File: config.mk
export PLATFORM = sky130hd
export DESIGN_NAME = flash_ring_log_sequencer
export DESIGN_NICKNAME = d
export VERILOG_FILES = /design/src/rtl/flsq_pkg.sv /design/src/rtl/flash_ring_log_sequencer.sv /design/src/rtl/flsq_mod.sv /design/src/rtl/flsq_dpath.sv /design/src/rtl/flsq_ctrl.sv
export SDC_FILE = /design/constraint.sdc
export NUM_CORES = 1
export LEC_CHECK = 0
export BUFFER_PORTS_ARGS = -buffer_cell sky130_fd_sc_hd__buf_2
export CELL_PAD_IN_SITES_DETAIL_PLACEMENT = 1
export CELL_PAD_IN_SITES_GLOBAL_PLACEMENT = 1
export CORE_ASPECT_RATIO = 1.1
export CORE_MARGIN = 2
export CORE_UTILIZATION = 44
export DETAILED_ROUTE_END_ITERATION = 10
export GPL_TIMING_DRIVEN = 0
export HOLD_SLACK_MARGIN = 0.03
export PLACE_DENSITY_LB_ADDON = 0.3
export SYNTH_ARGS = -nofsm -noshare
export SYNTH_HDL_FRONTEND = slang
export SYNTH_SLANG_ARGS = --single-unit
File: constraint.sdc
create_clock -name clk -period 8.3 [get_ports clk]
set_input_delay 0 -clock clk [delete_from_list [all_inputs] [get_ports clk]]
set_output_delay 0 -clock clk [all_outputs]
set_load 0.005 [all_outputs]
File: src/rtl/flsq_pkg.sv
// Shared types, command codes and constants for the flash ring log sequencer.
package flsq_pkg;

  // Flash geometry and run limits.
  localparam int SECTOR_BYTES = 4096;
  localparam int SECTOR_SHIFT = $clog2(SECTOR_BYTES);
  localparam logic [12:0] SECTOR_LEN = 13'(SECTOR_BYTES % 8192);
  localparam int MAX_RUN = 64;

  // Configuration register indexes (word addresses on the APB port).
  localparam logic [1:0] REG_BASE     = 2'd0;
  localparam logic [1:0] REG_RBYTES   = 2'd1;
  localparam logic [1:0] REG_CAPACITY = 2'd2;

  // Reset values of the configuration registers.
  localparam logic [23:0] BASE_RESET     = 24'd0;
  localparam logic [12:0] RBYTES_RESET   = 13'd16;
  localparam logic [15:0] CAPACITY_RESET = 16'd256;

  // Result command codes.
  typedef enum logic [1:0] {
    CMD_ERASE = 2'd0,
    CMD_WRITE = 2'd1,
    CMD_READ  = 2'd2,
    CMD_EMPTY = 2'd3
  } cmd_t;

  // Dividend selection for the remainder unit.
  typedef enum logic [1:0] {
    MSEL_WS_INC,
    MSEL_WS,
    MSEL_STORED,
    MSEL_OLD_START
  } msel_t;

  // Multiplier operand selection.
  typedef enum logic [1:0] {
    MUL_WS,
    MUL_PREV,
    MUL_SLOT
  } mulsel_t;

  // Kind of word loaded into the output register.
  typedef enum logic [2:0] {
    EMIT_NONE,
    EMIT_ERASE,
    EMIT_WRITE,
    EMIT_READ,
    EMIT_EMPTY
  } emit_t;

  // Commands from the controller to the datapath.
  typedef struct packed {
    logic    latch;
    logic    mod_start;
    msel_t   mod_sel;
    logic    mul_en;
    mulsel_t mul_sel;
    logic    addr_en;
    logic    paddr_en;
    logic    wsm_en;
    logic    oldest_en;
    logic    slot_en;
    logic    commit;
    emit_t   emit;
  } ctl_cmd_t;

  // Status from the datapath to the controller.
  typedef struct packed {
    logic mode;
    logic cnt_zero;
    logic mod_busy;
    logic erase_need;
    logic out_free;
    logic run_last;
  } ctl_stat_t;

endpackage

File: src/rtl/flash_ring_log_sequencer.sv
// An append gives its erase and write words and takes the next request only once the remainder
// for the slot wrap is done. A read of N records gives its first word after three bit-serial
// remainder runs, then one word per cycle while the output is not stalled, and takes the next
// request once its last word is given; an empty read gives its word with no remainder run.
// Synchronous reset clears slot, count, registers and valid.
// Top level: APB register file, controller and datapath.
module flash_ring_log_sequencer import flsq_pkg::*; (
  input  logic        clk,
  input  logic        rst,
  input  logic        psel,
  input  logic        penable,
  input  logic        pwrite,
  input  logic [3:0]  paddr,
  input  logic [31:0] pwdata,
  output logic [31:0] prdata,
  output logic        pready,
  input  logic        in_valid,
  output logic        in_ready,
  input  logic        mode,
  input  logic [15:0] start_position,
  input  logic [6:0]  request_length,
  output logic        out_valid,
  input  logic        out_ready,
  output logic [1:0]  command,
  output logic [31:0] flash_address,
  output logic [12:0] length_bytes,
  output logic [5:0]  run_position,
  output logic [6:0]  run_count,
  output logic        last
);

  logic [23:0] base_address;
  logic [12:0] record_bytes;
  logic [15:0] record_capacity;
  logic        cfg_write;
  ctl_cmd_t    cmd;
  ctl_stat_t   stat;

  assign pready    = 1'b1;
  assign cfg_write = psel && penable && pwrite && pready;

  // Configuration register writes.
  always_ff @(posedge clk) begin
    if (rst) begin
      base_address    <= BASE_RESET;
      record_bytes    <= RBYTES_RESET;
      record_capacity <= CAPACITY_RESET;
    end else if (cfg_write) begin
      case (paddr[3:2])
        REG_BASE:     base_address    <= pwdata[23:0];
        REG_RBYTES:   record_bytes    <= pwdata[12:0];
        REG_CAPACITY: record_capacity <= pwdata[15:0];
        default: begin
        end
      endcase
    end
  end

  // Register read-back.
  always_comb begin
    case (paddr[3:2])
      REG_BASE:     prdata = {8'd0, base_address};
      REG_RBYTES:   prdata = {19'd0, record_bytes};
      REG_CAPACITY: prdata = {16'd0, record_capacity};
      default:      prdata = '0;
    endcase
  end

  flsq_ctrl u_ctrl (
    .clk      (clk),
    .rst      (rst),
    .in_valid (in_valid),
    .in_ready (in_ready),
    .stat     (stat),
    .cmd      (cmd)
  );

  flsq_dpath u_dpath (
    .clk             (clk),
    .rst             (rst),
    .base_address    (base_address),
    .record_bytes    (record_bytes),
    .record_capacity (record_capacity),
    .mode            (mode),
    .start_position  (start_position),
    .request_length  (request_length),
    .cmd             (cmd),
    .stat            (stat),
    .out_valid       (out_valid),
    .out_ready       (out_ready),
    .command         (command),
    .flash_address   (flash_address),
    .length_bytes    (length_bytes),
    .run_position    (run_position),
    .run_count       (run_count),
    .last            (last)
  );

endmodule

File: src/rtl/flsq_mod.sv
// Bit-serial remainder unit: dividend modulo divisor, one quotient bit per cycle.
module flsq_mod import flsq_pkg::*; (
  input  logic        clk,
  input  logic        rst,
  input  logic        start,
  input  logic [16:0] dividend,
  input  logic [15:0] divisor,
  output logic        busy,
  output logic [15:0] rem
);

  logic [16:0] dvd;
  logic [4:0]  count;
  logic [16:0] trial;

  // Shift the next dividend bit into the partial remainder.
  assign trial = {rem, dvd[16]};

  // Restoring step per cycle; the result holds until the next start.
  always_ff @(posedge clk) begin
    if (rst) begin
      busy  <= 1'b0;
      count <= '0;
    end else if (start) begin
      busy  <= 1'b1;
      count <= 5'd17;
      dvd   <= dividend;
      rem   <= '0;
    end else if (busy) begin
      if (trial >= {1'b0, divisor}) begin
        rem <= 16'(trial - {1'b0, divisor});
      end else begin
        rem <= trial[15:0];
      end
      dvd   <= {dvd[15:0], 1'b0};
      count <= count - 5'd1;
      if (count == 5'd1) begin
        busy <= 1'b0;
      end
    end
  end

endmodule

File: src/rtl/flsq_dpath.sv
// Datapath: log state, address arithmetic, remainder unit and output register.
module flsq_dpath import flsq_pkg::*; (
  input  logic        clk,
  input  logic        rst,
  input  logic [23:0] base_address,
  input  logic [12:0] record_bytes,
  input  logic [15:0] record_capacity,
  input  logic        mode,
  input  logic [15:0] start_position,
  input  logic [6:0]  request_length,
  input  ctl_cmd_t    cmd,
  output ctl_stat_t   stat,
  output logic        out_valid,
  input  logic        out_ready,
  output logic [1:0]  command,
  output logic [31:0] flash_address,
  output logic [12:0] length_bytes,
  output logic [5:0]  run_position,
  output logic [6:0]  run_count,
  output logic        last
);

  logic [15:0] ws;
  logic [15:0] stored;
  logic        mode_r;
  logic [15:0] start_r;
  logic [6:0]  cnt_r;
  logic [28:0] prod;
  logic [31:0] addr;
  logic [31:0] paddr;
  logic [15:0] wsm;
  logic [15:0] oldest;
  logic [15:0] slot;
  logic [5:0]  pos;

  logic [15:0] cap;
  logic [6:0]  len_sat;
  logic [15:0] diff;
  logic [6:0]  cnt_next;
  logic [16:0] mod_dvd;
  logic        mod_busy;
  logic [15:0] mod_rem;
  logic [15:0] mul_a;
  logic [28:0] prod_next;
  logic [31:0] addr_sum;
  logic [16:0] om;
  logic [15:0] oldest_next;
  logic        run_last;
  logic        out_free;

  // A capacity of zero acts as one slot.
  assign cap = (record_capacity == 16'd0) ? 16'd1 : record_capacity;

  // Records actually returned by a read request.
  assign len_sat = (request_length > 7'(MAX_RUN)) ? 7'(MAX_RUN) : request_length;
  assign diff    = stored - start_position;
  always_comb begin
    cnt_next = '0;
    if (stored != 16'd0 && start_position < stored) begin
      cnt_next = (diff < {9'd0, len_sat}) ? diff[6:0] : len_sat;
    end
  end

  // Dividend selection for the shared remainder unit.
  always_comb begin
    case (cmd.mod_sel)
      MSEL_WS_INC:    mod_dvd = {1'b0, ws} + 17'd1;
      MSEL_WS:        mod_dvd = {1'b0, ws};
      MSEL_STORED:    mod_dvd = {1'b0, stored};
      MSEL_OLD_START: mod_dvd = {1'b0, oldest} + {1'b0, start_r};
      default:        mod_dvd = '0;
    endcase
  end

  flsq_mod u_mod (
    .clk      (clk),
    .rst      (rst),
    .start    (cmd.mod_start),
    .dividend (mod_dvd),
    .divisor  (cap),
    .busy     (mod_busy),
    .rem      (mod_rem)
  );

  // Slot times record size, then plus base; the sum cannot overflow 32 bits.
  always_comb begin
    case (cmd.mul_sel)
      MUL_WS:   mul_a = ws;
      MUL_PREV: mul_a = (ws == 16'd0) ? cap - 16'd1 : ws - 16'd1;
      MUL_SLOT: mul_a = slot;
      default:  mul_a = '0;
    endcase
  end
  assign prod_next = 29'(mul_a) * 29'(record_bytes);
  assign addr_sum  = {8'd0, base_address} + {3'd0, prod};

  // Oldest slot from the reduced write slot and the reduced count.
  assign om          = {1'b0, wsm} + {1'b0, cap} - {1'b0, mod_rem};
  assign oldest_next = (om >= {1'b0, cap}) ? 16'(om - {1'b0, cap}) : om[15:0];

  assign run_last = ({1'b0, pos} + 7'd1 == cnt_r);
  assign out_free = !out_valid || out_ready;

  // Status back to the controller.
  assign stat.mode       = mode_r;
  assign stat.cnt_zero   = (cnt_r == 7'd0);
  assign stat.mod_busy   = mod_busy;
  assign stat.erase_need = (addr[31:SECTOR_SHIFT] != paddr[31:SECTOR_SHIFT]) || (ws == 16'd0);
  assign stat.out_free   = out_free;
  assign stat.run_last   = run_last;

  // Log state: write slot and saturating record count.
  always_ff @(posedge clk) begin
    if (rst) begin
      ws     <= '0;
      stored <= '0;
    end else if (cmd.commit) begin
      ws <= mod_rem;
      if (stored < cap) begin
        stored <= stored + 16'd1;
      end
    end
  end

  // Working registers of the current request.
  always_ff @(posedge clk) begin
    if (cmd.latch) begin
      mode_r  <= mode;
      start_r <= start_position;
      cnt_r   <= cnt_next;
      pos     <= '0;
    end
    if (cmd.mul_en) begin
      prod <= prod_next;
    end
    if (cmd.paddr_en) begin
      paddr <= addr_sum;
    end
    if (cmd.wsm_en) begin
      wsm <= mod_rem;
    end
    if (cmd.oldest_en) begin
      oldest <= oldest_next;
    end
    // Walk the run one slot at a time, wrapping back to the region start.
    if (cmd.emit == EMIT_READ) begin
      pos <= pos + 6'd1;
      if ({1'b0, slot} + 17'd1 == {1'b0, cap}) begin
        slot <= '0;
        addr <= {8'd0, base_address};
      end else begin
        slot <= slot + 16'd1;
        addr <= addr + {19'd0, record_bytes};
      end
    end else begin
      if (cmd.slot_en) begin
        slot <= mod_rem;
      end
      if (cmd.addr_en) begin
        addr <= addr_sum;
      end
    end
  end

  // Output register valid flag.
  always_ff @(posedge clk) begin
    if (rst) begin
      out_valid <= 1'b0;
    end else if (cmd.emit != EMIT_NONE) begin
      out_valid <= 1'b1;
    end else if (out_ready) begin
      out_valid <= 1'b0;
    end
  end

  // Output word payload.
  always_ff @(posedge clk) begin
    case (cmd.emit)
      EMIT_ERASE: begin
        command       <= CMD_ERASE;
        flash_address <= {addr[31:SECTOR_SHIFT], {SECTOR_SHIFT{1'b0}}};
        length_bytes  <= SECTOR_LEN;
        run_position  <= '0;
        run_count     <= '0;
        last          <= 1'b0;
      end
      EMIT_WRITE: begin
        command       <= CMD_WRITE;
        flash_address <= addr;
        length_bytes  <= record_bytes;
        run_position  <= '0;
        run_count     <= '0;
        last          <= 1'b1;
      end
      EMIT_READ: begin
        command       <= CMD_READ;
        flash_address <= addr;
        length_bytes  <= record_bytes;
        run_position  <= pos;
        run_count     <= cnt_r;
        last          <= run_last;
      end
      EMIT_EMPTY: begin
        command       <= CMD_EMPTY;
        flash_address <= '0;
        length_bytes  <= '0;
        run_position  <= '0;
        run_count     <= '0;
        last          <= 1'b1;
      end
      default: begin
      end
    endcase
  end

endmodule

File: src/rtl/flsq_ctrl.sv
// Controller: sequences append and read requests through the datapath.
module flsq_ctrl import flsq_pkg::*; (
  input  logic      clk,
  input  logic      rst,
  input  logic      in_valid,
  output logic      in_ready,
  input  ctl_stat_t stat,
  output ctl_cmd_t  cmd
);

  typedef enum logic [3:0] {
    S_IDLE,
    S_DISPATCH,
    S_A_PREV,
    S_A_PADDR,
    S_A_ERASE,
    S_A_WRITE,
    S_A_WAIT,
    S_R_WAIT_WS,
    S_R_WAIT_ST,
    S_R_OLD,
    S_R_WAIT_SL,
    S_R_MUL,
    S_R_ADDR,
    S_R_EMIT,
    S_R_EMPTY
  } state_t;

  state_t state;
  state_t state_next;

  assign in_ready = (state == S_IDLE);

  // Next state and datapath commands.
  always_comb begin
    state_next = state;
    cmd        = '0;
    case (state)
      S_IDLE: begin
        if (in_valid) begin
          cmd.latch  = 1'b1;
          state_next = S_DISPATCH;
        end
      end
      S_DISPATCH: begin
        if (!stat.mode) begin
          cmd.mul_en  = 1'b1;
          cmd.mul_sel = MUL_WS;
          state_next  = S_A_PREV;
        end else if (stat.cnt_zero) begin
          state_next = S_R_EMPTY;
        end else begin
          cmd.mod_start = 1'b1;
          cmd.mod_sel   = MSEL_WS;
          state_next    = S_R_WAIT_WS;
        end
      end
      S_A_PREV: begin
        cmd.addr_en = 1'b1;
        cmd.mul_en  = 1'b1;
        cmd.mul_sel = MUL_PREV;
        state_next  = S_A_PADDR;
      end
      S_A_PADDR: begin
        cmd.paddr_en  = 1'b1;
        cmd.mod_start = 1'b1;
        cmd.mod_sel   = MSEL_WS_INC;
        state_next    = S_A_ERASE;
      end
      S_A_ERASE: begin
        if (!stat.erase_need) begin
          state_next = S_A_WRITE;
        end else if (stat.out_free) begin
          cmd.emit   = EMIT_ERASE;
          state_next = S_A_WRITE;
        end
      end
      S_A_WRITE: begin
        if (stat.out_free) begin
          cmd.emit   = EMIT_WRITE;
          state_next = S_A_WAIT;
        end
      end
      S_A_WAIT: begin
        if (!stat.mod_busy) begin
          cmd.commit = 1'b1;
          state_next = S_IDLE;
        end
      end
      S_R_WAIT_WS: begin
        if (!stat.mod_busy) begin
          cmd.wsm_en    = 1'b1;
          cmd.mod_start = 1'b1;
          cmd.mod_sel   = MSEL_STORED;
          state_next    = S_R_WAIT_ST;
        end
      end
      S_R_WAIT_ST: begin
        if (!stat.mod_busy) begin
          cmd.oldest_en = 1'b1;
          state_next    = S_R_OLD;
        end
      end
      S_R_OLD: begin
        cmd.mod_start = 1'b1;
        cmd.mod_sel   = MSEL_OLD_START;
        state_next    = S_R_WAIT_SL;
      end
      S_R_WAIT_SL: begin
        if (!stat.mod_busy) begin
          cmd.slot_en = 1'b1;
          state_next  = S_R_MUL;
        end
      end
      S_R_MUL: begin
        cmd.mul_en  = 1'b1;
        cmd.mul_sel = MUL_SLOT;
        state_next  = S_R_ADDR;
      end
      S_R_ADDR: begin
        cmd.addr_en = 1'b1;
        state_next  = S_R_EMIT;
      end
      S_R_EMIT: begin
        if (stat.out_free) begin
          cmd.emit = EMIT_READ;
          if (stat.run_last) begin
            state_next = S_IDLE;
          end
        end
      end
      S_R_EMPTY: begin
        if (stat.out_free) begin
          cmd.emit   = EMIT_EMPTY;
          state_next = S_IDLE;
        end
      end
      default: begin
        state_next = S_IDLE;
      end
    endcase
  end

  // State register.
  always_ff @(posedge clk) begin
    if (rst) begin
      state <= S_IDLE;
    end else begin
      state <= state_next;
    end
  end

endmodule

==> impl_metrics.py <==
metrics = {
    "routing": {
        "vias_per_cell": 5.819,
        "drt_wl_total_um": 108700,
        "drt_iter0_drc": 1974,
        "first_pass_iters": 5,
        "drc": 0,
        "ant_nets": 0,
        "route.vias.total": 26700,
        "wl_per_cell_um": 23.69,
    },
    "place": {
        "gp_congestion": 0.9077,
        "io_buffers": 142,
        "dp_hpwl_um": 81840,
    },
    "worst_setup_path": {
        "crit_path_start": "u_dpath.ws[6]",
        "criticalPathCategory": "reg2reg",
        "path_max_fanout": 10,
        "cpMaxStageDelayCell": "fa_1",
        "slowest_delay_ns": 0.58,
        "worstPathArrival_ns": 8.89,
        "r2r-start": "u_dpath.ws[6]",
        "start_kind": "register",
        "crit_path_end": "u_dpath.prod[28]",
        "rr_endpoint": "u_dpath.prod[28]",
        "cp.required_ns": 8.61,
        "cp_common_cell": "fa_1",
        "ff2ff_path_depth": 38,
        "worstSetupEndpointType": "register",
        "rrSetupSlack_ns": -0.28,
    },
    "outcome": {
        "status": "finished with violations",
        "violations": "negative setup slack",
    },
    "synth": {
        "ys_warn_count": 0,
        "yosysSeqAreaShare_pct": 31.36,
        "synthFlopType": "edfxtp_1",
        "synth-edff-count": 251,
        "netlist_area_um2": 30160,
        "synth.ff_latch_count": 347,
        "syn_area_per_cell_um2": 9.026,
        "ys_async_sr_fraction_pct": 0,
        "synth.distinct_cells": 100,
        "postSynthCellCount": 3342,
    },
    "clocking": {
        "cts_tree": "done",
        "clk_latency_ns": 0.58,
        "clock-sinks": 347,
        "clk_path_buf_depth": 3,
        "cts_buffers": 40,
        "clk_pin_slew_worst_paths_ns": 0.06,
        "cts-root-buf": "clkbuf_16",
        "h-tree-depth": 2,
    },
    "global_route": {
        "grt_max_degree": 46,
        "grt_pass1_wl_um": 163600,
        "grt_util_all_layers_pct": 30.37,
        "grt-ovfl-total": 0,
        "antenna_found_initial": 2,
        "grt_pass1_vias": 27420,
    },
    "floorplan": {
        "rows": 100,
        "core_area_um2": 67820,
        "start_util_pct": 44.48,
        "die-area_um2": 70670,
        "die_h_um": 278.6,
        "io_pins": 163,
        "die_w_um": 253.6,
    },
    "sta": {
        "holdWs_ns": 0.08244,
        "setup_viol": 5,
        "setup_slack_ns": -0.2770,
        "fmax_mhz": 116.6,
        "worst_slew_pin_slew_ns": 1.460,
        "drv_slew": 0,
        "maxSlewHeadroom_pct": 2.690,
        "finalCritPeriodShare_pct": 103.3,
        "fin_crit_ns": 8.577,
        "grt_setup_unrepaired": "true",
        "skew_ns": 0.02616,
        "hold_viol": 0,
    },
    "layout": {
        "area_growth_pct": 16.19,
        "drive_above_1_share_pct": 12.34,
        "antenna_cells": 0,
        "final_nets": 4090,
    },
    "power": {
        "vdd_drop_max_mv": 0.1296,
        "p_per_area_nw_per_um2": 184.7,
        "leakagePower_nw": 14.89,
        "total_power_mw": 6.472,
    },
    "worst_hold_path": {
        "hold_class": "in2reg",
        "min_from": "penable",
    },
    "run": {
        "drv_cap": 0,
    },
}
-- synthesized netlist by cell type (all sizes together) (9+ instances only) --
cell	number	area [µm²]
nand2b	33	206.5
nor4	25	156.4
dfxtp	96	1922
nand4	28	175.2
nor2b	61	381.6
inv	313	1175
o21bai	11	93.84
edfxtp	251	7537
nand2	404	1516
a211oi	38	295.3
a21o	68	510.5
a21oi	196	984.7
o21ai	170	854.6
or2	15	93.84
ha	215	2690
mux2i	54	540.5
xor2	89	787.0
and3	38	242.7
nor4b	9	100.1
a22o	16	140.1
and4	9	78.83
nor2	219	822.0
and2	158	988.5
nor3	53	270.3
buf	40	224.0
a31oi	20	140.1
o21a	17	127.6
o211ai	21	157.7
xnor2	147	1287
clkbuf	115	432.9
fa	169	3383
or3	21	131.4
nand3	71	355.3
-- cells in the final DEF (no fill, tap or decap), types with 20 or more instances in the layout --
| cell type | count |
|---|---|
| xor2_1 | 88 |
| nor4_1 | 20 |
| nand2_1 | 399 |
| ha_1 | 200 |
| edfxtp_1 | 251 |
| buf_2 | 150 |
| or3_1 | 21 |
| fa_1 | 166 |
| inv_1 | 296 |
| nand4_1 | 28 |
| a21o_1 | 68 |
| and2_1 | 156 |
| a21oi_1 | 186 |
| clkbuf_16 | 45 |
| dfxtp_1 | 89 |
| o211ai_1 | 21 |
| nor2b_1 | 61 |
| and3_1 | 35 |
| nand2b_1 | 33 |
| o21ai_0 | 153 |
| dlygate4sd3_1 | 52 |
| nor3_1 | 51 |
| mux2i_1 | 54 |
| clkbuf_1 | 110 |
| nand3_1 | 70 |
| a211oi_1 | 31 |
| buf_4 | 72 |
| nor2_1 | 213 |
| xnor2_1 | 145 |
-- what timing repair did --
| item | CTS | global route |
|---|---|---|
| gates cloned | 0 | 0 |
| gates resized for setup | 115 | 61 |
| hold endpoints to repair | 79 | 0 |
| pin swaps | 44 | 60 |
| hold buffers | 52 | 0 |
| setup endpoints to repair | 19 | 12 |
| buffers inserted | 41 | 18 |
-- power breakdown --
| group | internal [mW] | switching (mW) | total [mW] |
|---|---|---|---|
| combinational | 0.921 | 1.40 | 2.32 |
| sequential | 2.17 | 0.156 | 2.33 |
| clock | 1.03 | 0.789 | 1.82 |
-- how the worst min path moves through the flow --
stage                          to  slack [ns]  depth (start not counted)
3_3_place_gp   u_dpath.start_r[9]        0.20                          1
6_report       record_capacity[3]        0.08                          4
2_1_floorplan      u_dpath.mode_r         0.1                          0
4_1_cts        record_capacity[3]        0.05                          4
3_5_place_dp       u_dpath.mode_r        0.19                          1
5_1_grt        record_capacity[0]        0.11                          4
-- stage by stage --
stage	cell area [µm²]	TNS, ns	util [%]	cells	setup slack [ns]
after floorplan	30200	0	-	3349	0.08717
after global placement	32060	-20.93	47.27	4409	-1.906
after detailed placement	32120	-23.67	47.36	4412	-2.023
after CTS	34720	-0.02443	51.19	4573	-0.02443
after global routing	35050	-2.758	51.68	4589	-0.5137
final	35050	-0.8148	51.68	4589	-0.2770
-- kinds of logic after synthesis --
kind of cell    count (synthesis)  synth area share [%]
mux                            62                 2.091
flops                         347                 31.36
other cells                     2               0.02490
fa+ha+maj                     389                 20.30
simple gates                 1167                 18.93
xor+xnor                      237                 6.952
compound gates                667                 14.23
buf+inv                       471                 6.110
-- state kept, by name, indices dropped and copies added, names as in the netlist, 2 cells and up --
| register | cells |
|---|---|
| u_dpath.slot | 16 |
| u_dpath.run_count | 7 |
| u_dpath.length_bytes | 13 |
| u_dpath.u_mod.rem | 16 |
| u_dpath.addr | 32 |
| u_dpath.wsm | 16 |
| u_dpath.cnt_r | 7 |
| record_bytes | 13 |
| u_dpath.oldest | 16 |
| u_dpath.u_mod.count | 5 |
| base_address | 24 |
| record_capacity | 16 |
| u_dpath.ws | 16 |
| u_dpath.stored | 16 |
| u_dpath.prod | 29 |
| u_dpath.paddr | 18 |
| u_ctrl.state | 4 |
| u_dpath.flash_address | 32 |
| u_dpath.run_position | 6 |
| u_dpath.command | 2 |
| u_dpath.u_mod.dvd | 17 |
| u_dpath.pos | 6 |
| u_dpath.start_r | 16 |
-- per-layer routing --
| metal | track usage (%) | vias to the layer above | wire, µm |
|---|---|---|---|
| met1 | 40.54 | 13450 | 46120 |
| met5 | 1.324 | - | 124 |
| met3 | 4.326 | 234 | 7276 |
| met4 | 12.84 | 2 | 4914 |
| li1 | - | 12060 | - |
| met2 | 49.15 | 952 | 50280 |
-- critical path, delay by kind of cell (launching register included) --
kind | cells | cell delay [ns]
adder cells (fa/ha/maj) | 7 | 3.09
AO/OA/AOI/OAI | 11 | 2.20
buffers and inverters | 11 | 1.29
AND/OR/NAND/NOR | 7 | 1.06
flip-flops | 1 | 0.32
multiplexers | 1 | 0.20
XOR/XNOR | 1 | 0.09
-- cell type report --
| cell class | instances | area, µm² |
|---|---|---|
| tap | 918 | 1149 |
| inverter | 316 | 1187 |
| timing repair buffer | 255 | 1709 |
| multi-input combinational | 2531 | 19450 |
| clock buffer | 55 | 1141 |
| sequential | 347 | 9473 |
| buffer | 148 | 758.2 |
| clock inverter | 19 | 175.2 |
| fill | 7919 | 32770 |
Power figures use the tool's default switching activity.
